[config.mk]
export PLATFORM = sky130hd
export DESIGN_NAME = sts_queue
export DESIGN_NICKNAME = d
export VERILOG_FILES = /design/src/design/sts_pkg.sv /design/src/design/sts_queue.sv
export SDC_FILE = /design/constraint.sdc
export NUM_CORES = 1
export LEC_CHECK = 0
export BUFFER_PORTS_ARGS = -buffer_cell sky130_fd_sc_hd__buf_4
export CAP_MARGIN = 20
export CORE_MARGIN = 2
export CORE_UTILIZATION = 50
export CTS_CLUSTER_SIZE = 10
export DETAILED_ROUTE_END_ITERATION = 8
export PLACE_DENSITY = 0.77
export SKIP_CTS_REPAIR_TIMING = 1
export SYNTH_ARGS = -nofsm -noshare
export SYNTH_HDL_FRONTEND = slang
export SYNTH_SLANG_ARGS = --single-unit
export TNS_END_PERCENT = 30
[constraint.sdc]
create_clock -name clk -period 2.4 [get_ports clk]
set_clock_uncertainty 0.1 [all_clocks]
set_input_delay 0.72 -clock clk [delete_from_list [all_inputs] [get_ports clk]]
set_output_delay 0.72 -clock clk [all_outputs]
set_load 0.03 [all_outputs]
[src/design/sts_pkg.sv]
// Shared types, constants and the sine table function of the sine tone sample generator.
// Used by all design files but sts_ram, through scoped names; depends on nothing.
package sts_pkg;

  // Default structural parameters
  localparam int DEFAULT_MAX_CHANNELS   = 8;
  localparam int DEFAULT_PHASE_BITS     = 32;
  localparam int DEFAULT_SINE_ADDR_BITS = 10;

  // Fixed widths
  localparam int SINE_WIDTH   = 16;
  localparam int AMP_WIDTH    = 15;
  localparam int WORD_WIDTH   = 32;
  localparam int CFG_IDX_BITS = 2;
  localparam int QUEUE_DEPTH  = 2;

  // Register reset values
  localparam logic [31:0]          RESET_PHASE_INC   = 32'd89210049;
  localparam logic [AMP_WIDTH-1:0] RESET_AMPLITUDE   = 15'd1966;
  localparam logic [3:0]           RESET_CHANNEL_CNT = 4'd2;

  // Format conversion constants
  localparam int          PCM16_SHIFT     = 15;
  localparam int          PCM24_SHIFT     = 23;
  localparam int          PCM32_SHIFT     = 31;
  localparam logic [63:0] PCM_ROUND       = 64'h0000_0000_8000_0000;
  localparam logic [31:0] PCM16_MASK      = 32'h0000_FFFF;
  localparam logic [31:0] PCM24_MASK      = 32'h00FF_FFFF;
  localparam logic [7:0]  FLOAT_EXP_BASE  = 8'd95;   // 127 - 32
  localparam logic [4:0]  NORM_TOP_POS    = 5'd30;
  localparam logic [63:0] HALF_PI_Q30     = 64'd1686629713;

  // Register indexes
  typedef enum logic [CFG_IDX_BITS-1:0] {
    CFG_PHASE_INC   = 2'd0,
    CFG_AMPLITUDE   = 2'd1,
    CFG_FORMAT      = 2'd2,
    CFG_CHANNEL_CNT = 2'd3
  } cfg_index_t;

  // Sample formats
  typedef enum logic [1:0] {
    FMT_FLOAT32 = 2'd0,
    FMT_PCM16   = 2'd1,
    FMT_PCM24   = 2'd2,
    FMT_PCM32   = 2'd3
  } fmt_t;

  // Back end sequencer states
  typedef enum logic [2:0] {
    BK_IDLE,
    BK_MUL,
    BK_SCALE,
    BK_NORM,
    BK_PACK,
    BK_EMIT
  } back_state_t;

  typedef struct packed {
    logic restart;
    logic block_last;
  } frame_t;

  typedef struct packed {
    logic [WORD_WIDTH-1:0] sample_word;
    logic [2:0]            channel_index;
    logic                  last_channel;
    logic                  frame_block_last;
  } sample_t;

  typedef struct packed {
    logic [SINE_WIDTH-1:0] sine;
    logic                  neg;
    logic                  block_last;
  } qentry_t;

  typedef struct packed {
    logic [31:0]          phase_increment;
    logic [AMP_WIDTH-1:0] amplitude;
    fmt_t                 out_format;
    logic [3:0]           channel_count;
  } cfg_t;

  // Quarter-wave entry k: sin((pi/2)*(k+0.5)/2^addr_bits) in Q0.16,
  // by a seven-term Taylor series in Q30. Evaluated at elaboration only.
  function automatic logic [SINE_WIDTH-1:0] sine_entry(input int unsigned k,
                                                       input int unsigned addr_bits);
    logic [63:0]        x;
    logic [63:0]        x2;
    logic [63:0]        term;
    logic signed [63:0] sum;
    logic [63:0]        v;
    x    = (HALF_PI_Q30 * (64'(k) * 64'd2 + 64'd1)) >> (addr_bits + 1);
    x2   = (x * x) >> 30;
    sum  = $signed(x);
    term = ((x * x2) >> 30) / 64'd6;
    sum  = sum - $signed(term);
    term = ((term * x2) >> 30) / 64'd20;
    sum  = sum + $signed(term);
    term = ((term * x2) >> 30) / 64'd42;
    sum  = sum - $signed(term);
    term = ((term * x2) >> 30) / 64'd72;
    sum  = sum + $signed(term);
    term = ((term * x2) >> 30) / 64'd110;
    sum  = sum - $signed(term);
    term = ((term * x2) >> 30) / 64'd156;
    sum  = sum + $signed(term);
    if (sum < 0) begin
      sum = '0;
    end
    v = ($unsigned(sum) + 64'd8192) >> 14;
    return (v > 64'd65535) ? 16'hFFFF : v[SINE_WIDTH-1:0];
  endfunction

endpackage

[src/design/sts_queue.sv]
// Short FIFO between the front end and the back end of the tone generator.
// Depends on sts_pkg for the entry type.
module sts_queue #(
  parameter int DEPTH = sts_pkg::QUEUE_DEPTH
) (
  input  logic             clk,
  input  logic             rst,
  input  logic             push,
  input  sts_pkg::qentry_t push_data,
  output logic             full,
  input  logic             pop,
  output sts_pkg::qentry_t pop_data,
  output logic             empty
);

  localparam int PW = (DEPTH > 1) ? $clog2(DEPTH) : 1;
  localparam int CW = $clog2(DEPTH + 1);

  sts_pkg::qentry_t entries [DEPTH];
  logic [PW-1:0]    wr_ptr;
  logic [PW-1:0]    rd_ptr;
  logic [CW-1:0]    count;

  assign full     = (count == CW'(DEPTH));
  assign empty    = (count == '0);
  assign pop_data = entries[rd_ptr];

  // Advance pointers and occupancy
  always_ff @(posedge clk) begin
    if (rst) begin
      wr_ptr <= '0;
      rd_ptr <= '0;
      count  <= '0;
    end else begin
      if (push) begin
        wr_ptr <= (wr_ptr == PW'(DEPTH - 1)) ? '0 : wr_ptr + 1'b1;
      end
      if (pop) begin
        rd_ptr <= (rd_ptr == PW'(DEPTH - 1)) ? '0 : rd_ptr + 1'b1;
      end
      if (push && !pop) begin
        count <= count + 1'b1;
      end else if (pop && !push) begin
        count <= count - 1'b1;
      end
    end
  end

  // Store the pushed entry
  always_ff @(posedge clk) begin
    if (push) begin
      entries[wr_ptr] <= push_data;
    end
  end

`ifndef NO_ASSERTIONS
  a_no_overflow: assert property (@(posedge clk) disable iff (rst)
    !(push && full && !pop))
    else $error("queue push while full");
  a_no_underflow: assert property (@(posedge clk) disable iff (rst)
    !(pop && empty))
    else $error("queue pop while empty");
`endif

endmodule

==> results.sh <==
export IMPL_slowest_delay_ps=420
export IMPL_root_buffer="clkbuf_4"
export IMPL_p_per_area_nw_per_um2=748
export IMPL_syn_to_final_growth_pct=28.2
export IMPL_hp_class="reg2reg"
export IMPL_nFillCells=199
export IMPL_crit_family="flip-flops"
export IMPL_start_util=0.536
export IMPL_netlist_area_um2=1500
export IMPL_required_ps=1580
export IMPL_rr_worst_depth=2
export IMPL_drtIter0Drc=28
export IMPL_busiest_layer="met2"
export IMPL_fmax_ghz=0.437
export IMPL_period_needed_ps=2290
export IMPL_clk_pin_slew_ps=100
export IMPL_start_kind="register"
export IMPL_timing_final_crit_share=0.953
export IMPL_path_class="reg2out"
export IMPL_ant_nets=0
export IMPL_violations="design-rule violations"
export IMPL_reg2reg_to="entries[1][8]$_DFFE_PP_"
export IMPL_die_area_um2=3460
export IMPL_antenna_found_initial=0
export IMPL_place_port_buffers=41
export IMPL_reg2reg_slack_ps=970
export IMPL_grt_pass1_vias=782
export IMPL_grtUsageMet2=0.227
export IMPL_final_hold_viol_count=0
export IMPL_setup_viol=0
export IMPL_htreeDepth=2
export IMPL_dr_pass1_iters=6
export IMPL_synthCells=78
export IMPL_yosys_warnings=0
export IMPL_clkSinkCount=41
export IMPL_synth_cell_types=16
export IMPL_avgSynthCellArea_um2=19.3
export IMPL_cp_arrival_ps=1470
export IMPL_drc=1
export IMPL_synth_nets=101
export IMPL_rows=19
export IMPL_dp_hpwl_mm=1.79
export IMPL_holdPathEnd="rd_ptr$_SDFFE_PP0P_"
export IMPL_path_cells="buf_4, mux2_2, buf_4"
export IMPL_drv_slew=0
export IMPL_rsz0062_at_grt="false"
export IMPL_run_status="finished, violations left"
export IMPL_via_per_inst=4.97
export IMPL_cts_tree="built"
export IMPL_worst_path_buf_inv=2
export IMPL_track_usage=0.148
export IMPL_cp_slowest_cell="dfxtp_2"
export IMPL_worstMarginPinSlew_ps=384
export IMPL_grt_max_degree=13
export IMPL_slew_headroom=0.744
export IMPL_min_from="rd_ptr$_SDFFE_PP0P_"
export IMPL_grt_pass1_wl_mm=3.62
export IMPL_nets=152
export IMPL_routed_wl_mm=2.44
export IMPL_leakagePower_nw=0.750
export IMPL_gp_congestion=0.636
export IMPL_peakVddDrop_uv=464
export IMPL_ys_ff_latch=41
export IMPL_final_cells=161
export IMPL_diodes=0
export IMPL_cap_violations=0
export IMPL_timing_setup_tns_ps=0
export IMPL_avgRoutedWirePerCell_um=15.2
export IMPL_grtUsageMet1=0.185
export IMPL_end_kind="output pin"
export IMPL_die_width_um=58.8
export IMPL_grt_overflow=0
export IMPL_vias=800
export IMPL_ys_seq_area_frac=0.785
export IMPL_core_area_um2=2810
export IMPL_multi_input_area_um2=309
export IMPL_r2r_start="wr_ptr$_SDFFE_PP0P_"
export IMPL_pin_count=42
export IMPL_regArea_um2=1180
export IMPL_met3_usage=0.0615
export IMPL_finalPower_mw=1.44
export IMPL_setup_slack_ps=113
export IMPL_holdPathStages=2
export IMPL_placed_cell_area_um2=1880
export IMPL_drive_gt1_frac=0.554
export IMPL_cp_max_fo=7
export IMPL_clock_latency_ps=330
export IMPL_cts_buffers_inserted=5
export IMPL_clock_path_buffers=2
export IMPL_post_place_ws_ps=359
export IMPL_placedCellCount=153
export IMPL_cp_common_cell="buf_4"
export IMPL_die_h_um=58.8
export IMPL_finish_instance_area_um2=1930
-- cells by family (layout without fill, tap and decap cells) --
logic type                 after synthesis  count (layout)  share of synthesized area
DFF                                     41              41                      0.785
muxes                                   18              18                      0.135
and+or+nand+nor                          9               9                     0.0308
xor gates and xnor gates                 4               4                     0.0233
buffers and inverters                    3              55                     0.0108
AOI/OAI and AO/OA                        2               2                    0.00665
adders and majority gates                1               1                    0.00832
-- routing by layer --
metal  vias up  wire length (um)
li1        396                 -
met4         0                37
met2        21              1210
met5         -                 0
met3         4               133
met1       379              1060
-- worst reg2reg max path, stage by stage (launching register included) --
cell and delay, ps:
dfxtp_1 380, and2_1 380, buf_4 280
-- sequential cells by signal (all words and copies together) (netlist names), named ones only --
register / flops
rd_ptr: 1
wr_ptr: 1
entries: 36
count: 2
-- cells in the mapped netlist --
cell type	count	area, um^2
a21oi_1	1	5.00
and2_1	1	6.26
and2b_2	1	8.76
buf_2	1	5.00
buf_4	1	7.51
dfxtp_1	5	100
edfxtp_1	36	1080
ha_1	1	12.5
inv_1	1	3.75
mux2_2	18	203
nor2_1	5	18.8
nor2b_1	1	6.26
o21ai_0	1	5.00
or3_1	1	6.26
xnor2_1	2	17.5
xor2_1	2	17.5
-- per-stage QoR --
step	utilization	hold WS [ps]
2_1_floorplan	-	361
5_1_grt	0.687	421
3_3_place_gp	0.669	377
4_1_cts	0.687	428
6_report	0.687	423
3_5_place_dp	0.669	403
-- cell usage in the layout, fill, tap and decap left out, drive strengths merged --
| cell | instances |
|---|---|
| or3 | 1 |
| clkinv | 1 |
| edfxtp | 36 |
| nor2b | 1 |
| nor2 | 5 |
| dfxtp | 5 |
| xnor2 | 2 |
| xor2 | 2 |
| inv | 1 |
| mux2 | 18 |
| buf | 46 |
| clkbuf | 7 |
| and2 | 1 |
| ha | 1 |
| a21oi | 1 |
| and2b | 1 |
| o21ai | 1 |
-- layout make-up --
| cell class | instances | area share |
|---|---|---|
| Tap cell | 31 | 0.0201 |
| Sequential cell | 41 | 0.613 |
| Multi-Input combinational cell | 34 | 0.160 |
| Clock inverter | 1 | 0.00195 |
| Timing Repair Buffer | 46 | 0.179 |
| Clock buffer | 7 | 0.0234 |
| Inverter | 1 | 0.00195 |
-- worst max-delay path by stage --
stage                     depth (start not counted)                       to  startpoint  slack [ps]
after global placement                            3              pop_data[9]    register         400
after global routing                              3              pop_data[3]    register          30
after floorplan                                   1  entries[0][0]$_DFFE_PP_        push         340
final                                             3              pop_data[7]    register         110
after detailed placement                          3              pop_data[7]    register         360
after CTS                                         3              pop_data[7]    register         -40
-- power breakdown --
part           switching (mW)  internal, mW  total, mW
clock network           0.202         0.113      0.315
logic                   0.154         0.127      0.281
registers              0.0188         0.827      0.846
No activity file was read; power rests on OpenSTA's default activity.
