===== src/design/sts_pkg.sv =====
// Shared types, constants and the sine table function of the sine tone sample generator.
// Used by all design files but sts_ram, through scoped names; depends on nothing.
package sts_pkg;

  // Default structural parameters
  localparam int DEFAULT_MAX_CHANNELS   = 8;
  localparam int DEFAULT_PHASE_BITS     = 32;
  localparam int DEFAULT_SINE_ADDR_BITS = 10;

  // Fixed widths
  localparam int SINE_WIDTH   = 16;
  localparam int AMP_WIDTH    = 15;
  localparam int WORD_WIDTH   = 32;
  localparam int CFG_IDX_BITS = 2;
  localparam int QUEUE_DEPTH  = 2;

  // Register reset values
  localparam logic [31:0]          RESET_PHASE_INC   = 32'd89210049;
  localparam logic [AMP_WIDTH-1:0] RESET_AMPLITUDE   = 15'd1966;
  localparam logic [3:0]           RESET_CHANNEL_CNT = 4'd2;

  // Format conversion constants
  localparam int          PCM16_SHIFT     = 15;
  localparam int          PCM24_SHIFT     = 23;
  localparam int          PCM32_SHIFT     = 31;
  localparam logic [63:0] PCM_ROUND       = 64'h0000_0000_8000_0000;
  localparam logic [31:0] PCM16_MASK      = 32'h0000_FFFF;
  localparam logic [31:0] PCM24_MASK      = 32'h00FF_FFFF;
  localparam logic [7:0]  FLOAT_EXP_BASE  = 8'd95;   // 127 - 32
  localparam logic [4:0]  NORM_TOP_POS    = 5'd30;
  localparam logic [63:0] HALF_PI_Q30     = 64'd1686629713;

  // Register indexes
  typedef enum logic [CFG_IDX_BITS-1:0] {
    CFG_PHASE_INC   = 2'd0,
    CFG_AMPLITUDE   = 2'd1,
    CFG_FORMAT      = 2'd2,
    CFG_CHANNEL_CNT = 2'd3
  } cfg_index_t;

  // Sample formats
  typedef enum logic [1:0] {
    FMT_FLOAT32 = 2'd0,
    FMT_PCM16   = 2'd1,
    FMT_PCM24   = 2'd2,
    FMT_PCM32   = 2'd3
  } fmt_t;

  // Back end sequencer states
  typedef enum logic [2:0] {
    BK_IDLE,
    BK_MUL,
    BK_SCALE,
    BK_NORM,
    BK_PACK,
    BK_EMIT
  } back_state_t;

  typedef struct packed {
    logic restart;
    logic block_last;
  } frame_t;

  typedef struct packed {
    logic [WORD_WIDTH-1:0] sample_word;
    logic [2:0]            channel_index;
    logic                  last_channel;
    logic                  frame_block_last;
  } sample_t;

  typedef struct packed {
    logic [SINE_WIDTH-1:0] sine;
    logic                  neg;
    logic                  block_last;
  } qentry_t;

  typedef struct packed {
    logic [31:0]          phase_increment;
    logic [AMP_WIDTH-1:0] amplitude;
    fmt_t                 out_format;
    logic [3:0]           channel_count;
  } cfg_t;

  // Quarter-wave entry k: sin((pi/2)*(k+0.5)/2^addr_bits) in Q0.16,
  // by a seven-term Taylor series in Q30. Evaluated at elaboration only.
  function automatic logic [SINE_WIDTH-1:0] sine_entry(input int unsigned k,
                                                       input int unsigned addr_bits);
    logic [63:0]        x;
    logic [63:0]        x2;
    logic [63:0]        term;
    logic signed [63:0] sum;
    logic [63:0]        v;
    x    = (HALF_PI_Q30 * (64'(k) * 64'd2 + 64'd1)) >> (addr_bits + 1);
    x2   = (x * x) >> 30;
    sum  = $signed(x);
    term = ((x * x2) >> 30) / 64'd6;
    sum  = sum - $signed(term);
    term = ((term * x2) >> 30) / 64'd20;
    sum  = sum + $signed(term);
    term = ((term * x2) >> 30) / 64'd42;
    sum  = sum - $signed(term);
    term = ((term * x2) >> 30) / 64'd72;
    sum  = sum + $signed(term);
    term = ((term * x2) >> 30) / 64'd110;
    sum  = sum - $signed(term);
    term = ((term * x2) >> 30) / 64'd156;
    sum  = sum + $signed(term);
    if (sum < 0) begin
      sum = '0;
    end
    v = ($unsigned(sum) + 64'd8192) >> 14;
    return (v > 64'd65535) ? 16'hFFFF : v[SINE_WIDTH-1:0];
  endfunction

endpackage


===== src/design/sts_back.sv =====
// Back end: amplitude scaling, PCM rounding or float packing, per-channel emission.
// Depends on sts_pkg; takes entries from the queue and drives the sample channel.
module sts_back #(
  parameter int MAX_CHANNELS = sts_pkg::DEFAULT_MAX_CHANNELS
) (
  input  logic             clk,
  input  logic             rst,
  input  sts_pkg::cfg_t    cfg,
  input  sts_pkg::qentry_t q_data,
  input  logic             q_empty,
  output logic             q_pop,
  output logic             sample_valid,
  input  logic             sample_stall,
  output sts_pkg::sample_t sample_data
);

  localparam int CH_BITS = (MAX_CHANNELS > 1) ? $clog2(MAX_CHANNELS) : 1;
  localparam int SW      = sts_pkg::SINE_WIDTH;
  localparam int AW      = sts_pkg::AMP_WIDTH;
  localparam int MW      = SW + AW;

  sts_pkg::back_state_t state;
  sts_pkg::back_state_t state_next;

  logic [SW-1:0]      sine;
  logic               neg;
  logic               blast;
  logic [CH_BITS-1:0] last_ch;
  logic [CH_BITS-1:0] last_calc;
  logic [CH_BITS-1:0] chan;
  logic [MW-1:0]      mag;
  logic [MW-1:0]      product;
  logic [62:0]        scaled;
  logic [62:0]        scaled_calc;
  logic [63:0]        mag64;
  logic [63:0]        shifted;
  logic [MW-1:0]      norm;
  logic [4:0]         norm_p;
  logic [31:0]        word;
  logic [31:0]        word_calc;
  logic [31:0]        pcm_mag;
  logic [31:0]        pcm_signed;
  logic               round_up;
  logic [24:0]        mant_sum;
  logic [22:0]        mant;
  logic [7:0]         expo;
  logic [4:0]         cnt5;

  // Clamp the configured channel count to 1..MAX_CHANNELS, as a last index
  assign cnt5 = {1'b0, cfg.channel_count};
  always_comb begin
    if (cnt5 == 5'd0) begin
      last_calc = '0;
    end else if (cnt5 > 5'(MAX_CHANNELS)) begin
      last_calc = CH_BITS'(MAX_CHANNELS - 1);
    end else begin
      last_calc = CH_BITS'(cnt5 - 5'd1);
    end
  end

  // Scale the table magnitude by the amplitude
  assign product = MW'(sine) * MW'(cfg.amplitude);

  // PCM: magnitude times full scale plus one half, by shift and subtract
  assign mag64 = {{(64 - MW){1'b0}}, mag};
  always_comb begin
    case (cfg.out_format)
      sts_pkg::FMT_PCM16: shifted = mag64 << sts_pkg::PCM16_SHIFT;
      sts_pkg::FMT_PCM24: shifted = mag64 << sts_pkg::PCM24_SHIFT;
      default:            shifted = mag64 << sts_pkg::PCM32_SHIFT;
    endcase
  end
  assign scaled_calc = 63'(shifted - mag64 + sts_pkg::PCM_ROUND);

  assign pcm_mag    = {1'b0, scaled[62:32]};
  assign pcm_signed = neg ? (32'd0 - pcm_mag) : pcm_mag;

  // Float: round the normalized magnitude to 24 bits, nearest even
  assign round_up = norm[6] && ((norm[5:0] != '0) || norm[7]);
  assign mant_sum = {1'b0, norm[30:7]} + {24'd0, round_up};
  assign mant     = mant_sum[24] ? mant_sum[23:1] : mant_sum[22:0];
  assign expo     = {3'd0, norm_p} + sts_pkg::FLOAT_EXP_BASE + {7'd0, mant_sum[24]};

  // Select the output word by format
  always_comb begin
    case (cfg.out_format)
      sts_pkg::FMT_FLOAT32: word_calc = (mag == '0) ? 32'd0 : {neg, expo, mant};
      sts_pkg::FMT_PCM16:   word_calc = pcm_signed & sts_pkg::PCM16_MASK;
      sts_pkg::FMT_PCM24:   word_calc = pcm_signed & sts_pkg::PCM24_MASK;
      default:              word_calc = pcm_signed;
    endcase
  end

  // State register
  always_ff @(posedge clk) begin
    if (rst) begin
      state <= sts_pkg::BK_IDLE;
    end else begin
      state <= state_next;
    end
  end

  // Next state and queue pop
  always_comb begin
    state_next = state;
    q_pop      = 1'b0;
    unique case (state)
      sts_pkg::BK_IDLE: begin
        if (!q_empty) begin
          q_pop      = 1'b1;
          state_next = sts_pkg::BK_MUL;
        end
      end
      sts_pkg::BK_MUL: begin
        state_next = (cfg.out_format == sts_pkg::FMT_FLOAT32) ?
                     sts_pkg::BK_NORM : sts_pkg::BK_SCALE;
      end
      sts_pkg::BK_SCALE: state_next = sts_pkg::BK_PACK;
      sts_pkg::BK_NORM: begin
        if ((norm == '0) || norm[MW-1]) begin
          state_next = sts_pkg::BK_PACK;
        end
      end
      sts_pkg::BK_PACK: state_next = sts_pkg::BK_EMIT;
      sts_pkg::BK_EMIT: begin
        if (!sample_stall && (chan == last_ch)) begin
          state_next = sts_pkg::BK_IDLE;
        end
      end
    endcase
  end

  // Datapath registers, one step per state
  always_ff @(posedge clk) begin
    unique case (state)
      sts_pkg::BK_IDLE: begin
        if (!q_empty) begin
          sine    <= q_data.sine;
          neg     <= q_data.neg;
          blast   <= q_data.block_last;
          last_ch <= last_calc;
          chan    <= '0;
        end
      end
      sts_pkg::BK_MUL: begin
        mag    <= product;
        norm   <= product;
        norm_p <= sts_pkg::NORM_TOP_POS;
      end
      sts_pkg::BK_SCALE: scaled <= scaled_calc;
      sts_pkg::BK_NORM: begin
        // Shift the leading one up to the top bit, eight places or one at a time
        if ((norm != '0) && !norm[MW-1]) begin
          if (norm[MW-1 -: 8] == '0) begin
            norm   <= norm << 8;
            norm_p <= norm_p - 5'd8;
          end else begin
            norm   <= norm << 1;
            norm_p <= norm_p - 5'd1;
          end
        end
      end
      sts_pkg::BK_PACK: word <= word_calc;
      sts_pkg::BK_EMIT: begin
        if (!sample_stall && (chan != last_ch)) begin
          chan <= chan + 1'b1;
        end
      end
    endcase
  end

  // Output register drives the sample channel
  assign sample_valid                 = (state == sts_pkg::BK_EMIT);
  assign sample_data.sample_word      = word;
  assign sample_data.channel_index    = 3'({3'b000, chan});
  assign sample_data.last_channel     = (chan == last_ch);
  assign sample_data.frame_block_last = blast;

`ifndef NO_ASSERTIONS
  a_last_returns_idle: assert property (@(posedge clk) disable iff (rst)
    (sample_valid && !sample_stall && sample_data.last_channel)
      |=> (state == sts_pkg::BK_IDLE))
    else $error("back end did not finish the frame after its last channel");
  a_chan_in_range: assert property (@(posedge clk) disable iff (rst)
    (state == sts_pkg::BK_EMIT) |-> (chan <= last_ch))
    else $error("channel counter ran past the configured channel count");
`endif

endmodule

===== config.mk =====
export PLATFORM = sky130hd
export DESIGN_NAME = sts_back
export DESIGN_NICKNAME = d
export VERILOG_FILES = /design/src/design/sts_pkg.sv /design/src/design/sts_back.sv
export SDC_FILE = /design/constraint.sdc
export NUM_CORES = 1
export LEC_CHECK = 0
export BUFFER_PORTS_ARGS = -buffer_cell sky130_fd_sc_hd__buf_2
export CAP_MARGIN = 10
export CORE_MARGIN = 3
export CORE_UTILIZATION = 48
export DETAILED_ROUTE_END_ITERATION = 7
export GPL_ROUTABILITY_DRIVEN = 0
export PLACE_DENSITY = 0.65
export SETUP_SLACK_MARGIN = 0.15
export SKIP_CTS_REPAIR_TIMING = 1
export SLEW_MARGIN = 30
export SYNTH_ARGS = -nofsm -noshare
export SYNTH_HDL_FRONTEND = slang
export SYNTH_SLANG_ARGS = --single-unit
export TNS_END_PERCENT = 20

===== constraint.sdc =====
create_clock -name clk -period 10.9 [get_ports clk]
set_input_delay 2.725 -clock clk [delete_from_list [all_inputs] [get_ports clk]]
set_output_delay 2.725 -clock clk [all_outputs]
set_load 0.01 [all_outputs]

==> impl_metrics.toml <==
[setup_path]
ff2ff_path_depth = 20
path_max_fanout = 16
path_class = "in -> reg"
crit_required_ns = 11.10
reg2reg_from = "sine[8]"
worstPathArrival_ns = 8.97
worstSetupStartpointType = "input port"
reg2reg_setup_slack_ns = 3.83
r2r_end = "norm[29]"
critPathCaptureType = "flip-flop"

[finish]
diodes = 0
drive_gt1_share_pct = 7.27
nets = 2448
fin_util_pct = 52.5
area_delta_synth_final_pct = 7.60
n_fill_cell = 3541

[yosys]
synth_compound_area_share_pct = 13.1
syn_inst = 1999
yosysMostFrequentCell = "inv_1"
synth_area_leaders = "edfxtp_1 (25%), fa_1 (20%), ha_1 (11%)"
yosysTopAreaCell = "edfxtp_1"
synth.area.mux_share_pct = 0.108
syn_area_um2 = 18500
syn-num-nets = 2423
synthAdderAreaFrac_pct = 31.0
ys_warn_count = 0
synth_top_flop_cell = "edfxtp_1"
yosys_register_bits = 157
yosys.area_share.simple_pct = 17.6
synth_common_cells = "inv_1 (281), nand2_1 (208), fa_1 (180)"
ys_types = 71
synth_top_family_by_area = "adder cells"
synth-edff-count = 154
seq_area_frac_synth_pct = 25.4
synth-xor-area-share_pct = 5.36
synth_area_per_cell_um2 = 9.24
synth_top_area_share_pct = 25.0
ys_async_sr_fraction_pct = 0

[detailed_routing]
routed_wl_um = 45800
route.met3.wl_um = 2220
dr.first_iter.drc_count = 879
via_count = 14200
via_per_inst = 5.58
highest_layer = "met4"
wl_met2_um = 22100
final_antenna_net_count = 0
post_drt_wl_per_cell_um = 18.0
dr.pass1.iters = 5
drc_errors = 0
wirelength_met1_um = 20400

[global_route]
grt_pass1_vias = 14300
grt_max_degree = 71
grt_antenna_before_repair = 0
track_usage_pct = 22.7
grt_pass1_wl_um = 75100
grt_overflow = 0

[clocking]
cts_max_level = 4
cts_tree = "built"
cts_made_buffers = 17
clock_latency_ns = 0.45
clock_sinks = 157
cts_buffer_depth = 2
clk_pin_slew_ns = 0.07
cts-root-buf = "clkbuf_16"

[place]
post-place-ws_ns = 1.64
place.detailed.hpwl_um = 36200
portBuffers = 81

[sta]
period_minus_slack_ns = 8.77
relSlewSlack_pct = 39.7
worstMarginPinSlew_ns = 0.903
rsz0062_at_grt = "false"
hold_viol_final = 0
setup_viol = 0
tns_ns = 0
slew_violations = 0
period_share_pct = 80.5
worst_slack_ns = 2.13
fmax_ghz = 0.114
finalClockSkew_ns = 0.0227

[run_status]
outcome = "complete, no violations"

[hold_path]
min_path_cells = 2
min_path_type = "reg -> reg"
min_to = "norm[3]"
min-delay-start = "norm[2]"

[run]
maxCapViolCount = 0

[die]
core-area_um2 = 37800
boundaryPins = 114
rows = 71
start_util_pct = 48.8
die_width_um = 202
die_h_um = 202
die_area_um2 = 40900
routing by layer:
layer  vias to the layer above  track usage, %
li1                       6780               -
met5                         -               0
met3                        58            2.87
met4                         0            6.06
met1                      6957            30.7
met2                       415            38.9
worst max-delay path: stages:
cell and delay (ns):
buf_2 0.29, nand2_1 0.14, fa_1 0.58, inv_1 0.06, fa_1 0.53, fa_1 0.45, fa_1 0.52, fa_1 0.57
inv_1 0.06, fa_1 0.53, inv_1 0.04, ha_1 0.38, a21oi_1 0.23, o21ai_0 0.13, a21oi_1 0.15, o21ai_0 0.12
a2111oi_0 0.63, o21ai_0 0.22, a31oi_1 0.23, xnor2_1 0.19, a21o_1 0.20
flip-flops by register name, summed over array words and instances, names as in the netlist:
register,count
norm_p,5
mag,31
scaled,31
blast,1
last_ch,3
word,32
chan,3
neg,1
sine,16
norm,31
state,3
worst max-delay path by stage:
| stage | slack (ns) | endpoint | cells after the start | from |
|---|---|---|---|---|
| floorplan | 2.37 | norm[30] | 22 | cfg[17] |
| global placement | 1.68 | norm[29] | 21 | cfg[17] |
| detailed placement | 1.64 | norm[29] | 21 | cfg[14] |
| CTS | 2.09 | norm[29] | 21 | cfg[14] |
| global route | 1.68 | norm[29] | 21 | cfg[14] |
| finish | 2.13 | norm[29] | 21 | cfg[14] |
final cells by class:
| type | count | area, um^2 | share of cell area, % |
|---|---|---|---|
| Multi-Input combinational cell | 1476 | 12400 | 62.6 |
| Timing Repair Buffer | 91 | 480 | 2.42 |
| Clock buffer | 18 | 429 | 2.16 |
| Sequential cell | 157 | 4680 | 23.6 |
| Clock inverter | 14 | 154 | 0.774 |
| Inverter | 281 | 1050 | 5.30 |
| Tap cell | 511 | 639 | 3.22 |
logic make-up after synthesis:
logic type                 count (synthesis)
and+or+nand+nor                          643
AOI/OAI and AO/OA                        368
buffers and inverters                    366
adders and majority gates                350
DFF                                      157
xor gates and xnor gates                 113
muxes                                      2
cell usage in the layout (no fill, tap or decap), types with 5 or more instances in the layout:
master,n
buf_2,81
o211ai_1,5
o31ai_1,12
nor4_1,13
nor3_1,21
fa_1,180
nand4_1,17
a22oi_1,24
xnor2_1,55
o22ai_1,17
xor2_1,58
nand3_1,44
a31oi_1,22
buf_4,10
nor2_1,88
o21a_1,12
and3_1,30
o21bai_1,14
and4_1,5
inv_1,281
nand2_1,207
ha_1,167
o21ai_0,55
nor2b_1,18
edfxtp_1,154
and2_1,160
a21oi_1,98
clkbuf_16,17
a211oi_1,9
a21o_1,50
nand2b_1,16
metrics by stage:
stage / instance area, um^2 / hold slack [ns] / cells
finish: 19900 / 0.624 / 2548
global route: 19900 / 0.664 / 2548
CTS: 19900 / 0.618 / 2548
detailed placement: 19300 / 0.598 / 2516
global placement: 19300 / 0.596 / 2516
floorplan: 18500 / 0.563 / 1999
Power is not shown: default switching activity piles up to over one toggle a cycle in this logic, so the estimate is an artifact.
